==> config.mk <==
export PLATFORM = sky130hd
export DESIGN_NAME = bgra_cnv_mac
export DESIGN_NICKNAME = d
export VERILOG_FILES = /design/src/rtl/bgra_cnv_pkg.sv /design/src/rtl/bgra_cnv_mac.sv
export SDC_FILE = /design/constraint.sdc
export NUM_CORES = 2
export LEC_CHECK = 0
export ABC_AREA = 1
export BUFFER_PORTS_ARGS = -buffer_cell sky130_fd_sc_hd__buf_2
export CORE_ASPECT_RATIO = 2
export CORE_UTILIZATION = 38
export CTS_BUF_LIST = sky130_fd_sc_hd__clkbuf_8
export DETAILED_ROUTE_END_ITERATION = 6
export MAX_ROUTING_LAYER = met4
export SLEW_MARGIN = 20
export SYNTH_ARGS = -nofsm -noshare
export SYNTH_HDL_FRONTEND = slang
export SYNTH_SLANG_ARGS = --single-unit
==> constraint.sdc <==
create_clock -name clk -period 4.6 [get_ports clk]
set_input_delay 0.92 -clock clk [delete_from_list [all_inputs] [get_ports clk]]
set_output_delay 0.92 -clock clk [all_outputs]
set_load 0.02 [all_outputs]
==> src/rtl/bgra_cnv_pkg.sv <==
// Package with the shared types, constants and the channel rounding function.
package bgra_cnv_pkg;

	localparam int ACC_W  = 32;
	localparam int PROD_W = 27;
	localparam int COEF_W = 18;

	localparam logic CMD_COEF  = 1'b0;
	localparam logic CMD_PIXEL = 1'b1;

	localparam logic [31:0] MASK_R = 32'h00FF0000;
	localparam logic [31:0] MASK_G = 32'h0000FF00;
	localparam logic [31:0] MASK_B = 32'h000000FF;
	localparam logic [31:0] MASK_A = 32'hFF000000;

	localparam logic signed [ACC_W-1:0] SAT_HI = 32'sd1044480;

	typedef struct packed {
		logic clear;
		logic tap_v;
	} mac_ctrl_t;

	typedef struct packed {
		logic busy;
	} mac_stat_t;

	// Clamp a Q.12 sum to 0..255 and round to nearest, ties to even.
	function automatic logic [7:0] round_channel(input logic signed [ACC_W-1:0] s);
		logic signed [ACC_W-1:0] c;
		logic [7:0] q;
		logic [11:0] rem;
		c = s;
		if (c < 0) c = '0;
		if (c > SAT_HI) c = SAT_HI;
		q = c[19:12];
		rem = c[11:0];
		if (rem > 12'd2048 || (rem == 12'd2048 && q[0])) q = q + 8'd1;
		return q;
	endfunction

endpackage

==> src/rtl/bgra_cnv_mac.sv <==
// Three-channel multiply-accumulate datapath with result rounding.
module bgra_cnv_mac (
	input  logic                             clk,
	input  logic                             arst_n,
	input  bgra_cnv_pkg::mac_ctrl_t          ctrl,
	input  logic [31:0]                      pix_s1,
	input  logic signed [bgra_cnv_pkg::COEF_W-1:0] coef_s1,
	output bgra_cnv_pkg::mac_stat_t          stat,
	output logic [23:0]                      rgb
);
	import bgra_cnv_pkg::*;

	logic                     prod_v_s2;
	logic signed [PROD_W-1:0] pr_s2, pg_s2, pb_s2;
	logic signed [ACC_W-1:0]  ar_q, ag_q, ab_q;
	logic [31:0]              pm_r, pm_g, pm_b;

	assign pm_r = (pix_s1 & MASK_R) >> 16;
	assign pm_g = (pix_s1 & MASK_G) >> 8;
	assign pm_b = pix_s1 & MASK_B;

	always_ff @(posedge clk or negedge arst_n) begin
		if (!arst_n) begin
			prod_v_s2 <= 1'b0;
		end else begin
			prod_v_s2 <= ctrl.tap_v;
		end
	end

	always_ff @(posedge clk) begin
		pr_s2 <= PROD_W'($signed({1'b0, pm_r[7:0]}) * coef_s1);
		pg_s2 <= PROD_W'($signed({1'b0, pm_g[7:0]}) * coef_s1);
		pb_s2 <= PROD_W'($signed({1'b0, pm_b[7:0]}) * coef_s1);
	end

	always_ff @(posedge clk) begin
		if (ctrl.clear) begin
			ar_q <= '0;
			ag_q <= '0;
			ab_q <= '0;
		end else if (prod_v_s2) begin
			ar_q <= ar_q + ACC_W'(pr_s2);
			ag_q <= ag_q + ACC_W'(pg_s2);
			ab_q <= ab_q + ACC_W'(pb_s2);
		end
	end

	assign stat.busy = prod_v_s2;
	assign rgb = {round_channel(ar_q), round_channel(ag_q), round_channel(ab_q)};

endmodule

=== Yosys cells after proc, flatten, opt, wreduce, memory -nomap -nowiden ===
Index checks and enable logic that the tools add are counted.

* Register bits after elaboration: 178
* Output and inout bits: 25
* Logic and storage cells: 43
* Input port bits: 54

* Reductions and logical operators: 6
* Add/subtract/negate cells: 6
* Multiplexer cells: 9
* Equality and inequality tests: 3
* $mul: 3
* Order comparisons: 9

{| class="wikitable"
|+ Operator list
! cell !! number
|-
| adder 32 x 27 -> 32 bit || 3
|-
| greater-than comparator 32 x 21 -> 1 bit (second input constant) || 3
|-
| < comparator 32 x 1 -> 1 bit (second input constant) || 3
|-
| 2-to-1 mux 32 bit || 3
|-
| multiplier 9 x 18 -> 27 bit || 3
|-
| 2-to-1 mux 20 bit || 3
|-
| equality test 12 bit (second input constant) || 3
|-
| greater-than comparator 12 bit (second input constant) || 3
|-
| adder 8 x 1 -> 8 bit (second input constant) || 3
|-
| 2-to-1 mux 8 bit || 3
|-
| logical AND 1 bit || 3
|-
| logical OR 1 bit || 3
|}

=== Longest topological paths before layout ===
* Depth after elaboration: 8
* Gate-level depth with buffers: 23
* Mapped depth without buffers: 21

=== Worst setup path before layout ===
No wires, ideal clock.

* Path type: input port to flip-flop
* Start point: input pix_s1[8]
* End point: register pg_s2[20]
* Stages on the path: 22
* Arrival time: 4,935 ps
* Slack: -457 ps
* Buffers on the path: 2
* Setup time: 122 ps
* Data required time: 4,478 ps
* Cell sequence: clkbuf_1 > clkbuf_1 > nand2_1 > fa_1 > inv_1 > fa_1 > inv_1 > fa_1 > fa_1 > inv_1 > ha_1 > a21oi_1 > nand2_1 > nand3_1 > nand2_1 > nand2_1 > nand3_1 > nand2_1 > nand3_1 > nand2_1 > nand2_1 > xor2_1

* Cells in the longest elaborated chain, start to end: 1

{| class="wikitable"
|+ RTL lines
! item !! line !! text
|-
| start, declared || bgra_cnv_mac.sv:6 || <nowiki>input logic [31:0] pix_s1,</nowiki>
|-
| multiplier 9 x 18 -> 27 bit || bgra_cnv_mac.sv:32 || <nowiki>pg_s2 <= PROD_W'($signed({1'b0, pm_g[7:0]}) * coef_s1);</nowiki>
|-
| end signal, assigned || bgra_cnv_mac.sv:32 ||
|-
| end, declared || bgra_cnv_mac.sv:14 || <nowiki>logic signed [PROD_W-1:0] pr_s2, pg_s2, pb_s2;</nowiki>
|}

Every way passes these cells.
A chain may end at the register's enable or synchronous reset.

=== Worst setup path after layout ===
* Start point: input pix_s1[16]
* End point: register pr_s2[22]

* Cells in the longest elaborated chain, start to end: 1

{| class="wikitable"
|+ RTL lines
! item !! line !! text
|-
| multiplier 9 x 18 -> 27 bit || bgra_cnv_mac.sv:31 || <nowiki>pr_s2 <= PROD_W'($signed({1'b0, pm_r[7:0]}) * coef_s1);</nowiki>
|-
| end signal, assigned || bgra_cnv_mac.sv:31 ||
|-
| end, declared || bgra_cnv_mac.sv:14 ||
|}

Every way passes these cells.

==> impl_metrics.py <==
metrics = {
    "global_routing": {
        "grt_use_total": 0.222,
        "grt_pass1_vias": 27400,
        "antenna_found_initial": 1,
        "grt_max_degree": 71,
        "gr-total-overflow": 0,
        "grt_first_pass_wirelength_um": 131000,
    },
    "floorplan": {
        "dieArea_mm2": 0.0757,
        "io_pins": 79,
        "placementRows": 141,
        "die_w_um": 195,
        "core_mm2": 0.0737,
        "die_h_um": 388,
        "start_util": 0.384,
    },
    "pwr": {
        "ir_drop_v": 0.000339,
        "switching_share": 0.523,
        "power_density_mw_per_mm2": 680,
        "clkPwrFrac": 0.053,
        "p_int_mw": 10.6,
        "power_mw": 22.3,
        "combPwrFrac": 0.819,
        "power_frac_seq": 0.127,
        "p_leak_nw": 18.8,
        "p_sw_mw": 11.6,
    },
    "critical_path": {
        "critPathKind": "in2reg",
        "worstSetupStartpointType": "input pin",
        "cp-end-kind": "flop",
        "cp.arrival_ns": 4.86,
        "crit_path_max_fanout": 10,
        "worst_ep_required_time_ns": 5.04,
        "rr_worst_depth": 13,
    },
    "synth": {
        "syn_area_mm2": 0.0283,
        "synthDistinctLibCells": 45,
        "syn_area_per_cell_um2": 6.88,
        "synth_nets": 4774,
        "yosys_register_bits": 178,
        "synth_top_area_share": 0.244,
        "postSynthCellCount": 4117,
        "synth_ff_type": "dfxtp_1",
        "synth_edf_count": 0,
        "netlist_top_cells_area": "fa_1, inv_1, dfxtp_1",
        "async_flop_share": 0.00562,
        "synth_warnings": 0,
        "yosysSeqAreaShare": 0.126,
        "synth_top_area_cell": "fa_1",
    },
    "sta": {
        "clock_skew_ns": 0.0199,
        "worstMarginPinSlew_ns": 0.902,
        "period_minus_slack_ns": 4.42,
        "max-slew-margin-rel": 0.399,
        "fin_ws_ns": 0.184,
        "max_freq_ghz": 0.226,
        "drv_slew": 0,
        "rsz0062_at_grt": "true",
        "period_share": 0.960,
        "hold_viol_final": 0,
        "setup_violations": 0,
    },
    "clock_tree": {
        "clock_sink_count": 178,
        "cts.path.max_buffers": 2,
        "clk_latency_ns": 0.54,
        "cts-root-buf": "clkbuf_8",
        "clkTransAtPathRegs_ns": 0.11,
        "htree_levels": 4,
        "cts_buffers": 17,
        "cts_tree": "built",
    },
    "placement": {
        "post_dp_cell_area_mm2": 0.0322,
        "gp_congestion": 0.968,
        "dp_cells": 5277,
        "dp_slack_ns": -0.556,
        "io_buffers": 70,
        "dp_hpwl_um": 67200,
    },
    "layout": {
        "fin_cells": 5311,
        "area_growth_pct": 15.6,
        "stdcell_area_mm2": 0.0327,
        "drive_gt1_frac": 0.114,
        "nets": 5024,
    },
    "detailed_routing": {
        "drt_iter0_drc": 964,
        "ant_nets": 0,
        "drc": 0,
        "drt_wl_total_um": 78000,
        "vias": 25500,
        "avgRoutedWirePerCell_um": 14.7,
        "vias_per_cell": 4.79,
        "first_pass_iters": 5,
    },
    "job": {
        "cap_viol_max_count": 0,
    },
    "status": {
        "outcome": "completed",
    },
    "worst_hold_path": {
        "hp-class": "in2async",
    },
}
metal layers:
layer / GRT usage / vias up / share of wire
li1: - / 12900 / -
met1: 0.220 / 12100 / 0.38
met2: 0.439 / 311 / 0.56
met3: 0.0137 / 154 / 0.019
met4: 0.0913 / 0 / 0.038
met5: - / - / 0
synth_stat cells (4+ instances only):
master,count
xnor2_1,49
a21o_1,22
dfxtp_1,177
nand3_1,135
nand3b_1,5
buf_6,4
nand2_2,7
or2_2,4
nor2_1,336
nand4_1,44
o21ai_0,181
o21bai_1,24
a21oi_1,244
a31oi_1,13
clkbuf_1,107
nor3_1,33
nor2_2,7
fa_1,345
buf_1,10
xor2_1,89
ha_1,258
a221oi_1,4
o211ai_1,4
nand2_1,918
o21a_1,12
inv_1,1041
o21ai_1,14
cell families after synthesis:
logic type | after synthesis | share of synthesized area
AND/OR/NAND/NOR | 1501 | 0.216
flip-flops | 178 | 0.126
buffers and inverters | 1167 | 0.156
XOR/XNOR | 138 | 0.0427
adder cells (fa/ha/maj) | 603 | 0.358
multiplexers | 1 | 0.000398
AO/OA/AOI/OAI | 529 | 0.101
state kept, by name, indices dropped and copies added, names as in the netlist:
name   flops
pb_s2     27
ag_q      32
ab_q      32
pr_s2     27
ar_q      32
stat       1
pg_s2     27
power by group through the flow:
stage | Sequential [mW] | Clock [mW] | Combinational [mW]
after CTS | 2.84 | 1.21 | 18.3
after floorplan | 2.57 | 0 | 12.2
after detailed placement | 2.87 | 0 | 18.2
after global routing | 2.89 | 1.27 | 20.6
after global placement | 2.87 | 0 | 18.0
final | 2.84 | 1.18 | 18.2
layout by cell type (no fill, tap or decap), drive strengths merged, types with 2 or more instances in the layout:
| cell | instances |
|---|---|
| nor2 | 346 |
| xor2 | 89 |
| or2 | 4 |
| ha | 258 |
| a22oi | 2 |
| buf | 342 |
| nand2 | 928 |
| o211ai | 4 |
| clkbuf | 28 |
| and2 | 2 |
| diode | 2 |
| dfxtp | 177 |
| nand3 | 136 |
| a21o | 22 |
| a31oi | 13 |
| xnor2 | 49 |
| o21a | 12 |
| a211oi | 2 |
| nor3 | 34 |
| inv | 1055 |
| a221oi | 4 |
| nand3b | 5 |
| nand4 | 45 |
| o21bai | 24 |
| clkinv | 4 |
| a31o | 3 |
| o21ai | 198 |
| a21oi | 245 |
| fa | 345 |
critical path: stages:
cell and delay [ns]:
clkbuf_4 0.22, buf_12 0.15, nand2_1 0.07, fa_1 0.53, inv_1 0.06, fa_1 0.56, inv_1 0.08, fa_1 0.55
fa_1 0.42, inv_1 0.10, ha_4 0.15, nor2_1 0.04, nand2_1 0.07, o21ai_2 0.07, o21ai_2 0.18, a21oi_2 0.09
o21bai_2 0.21, a21oi_1 0.11, xnor2_1 0.26
cell type report:
type	instances	area [um^2]
Inverter	1045	3940
Sequential cell	178	3570
Clock buffer	17	234
Fill cell	7643	41000
Antenna cell	2	5.00
Multi-Input combinational cell	2772	20900
Clock inverter	15	188
Tap cell	929	1160
Timing Repair Buffer	353	2750
per-stage QoR:
stage	hold WS (ns)	TNS (ns)	utilization
final	0.123	0	0.444
after global routing	0.101	-0.00484	0.444
after CTS	0.0925	0	0.443
after detailed placement	0.525	-18.67	0.437
after global placement	0.509	-17.72	0.437
after floorplan	0.490	-0.0200	-
timing repair:
item	CTS	global route
buffers inserted	0	0
hold buffers	0	0
setup endpoints to repair	0	33
resized for setup	0	26
path summary, 6_finish.rpt:
kind | endpoint | slack, ns | from
setup / recovery | pr_s2[22] | 0.18 | pix_s1[16]
hold / removal | stat | 0.12 | arst_n
setup reg to reg | ab_q[28] | 2.06 | ab_q[0]
hold reg to reg | ar_q[0] | 0.54 | ar_q[0]
max in group asynchronous | stat | 4.38 | arst_n
min in group clk | stat | 0.47 | ctrl[0]
Power figures use the tool's default switching activity.
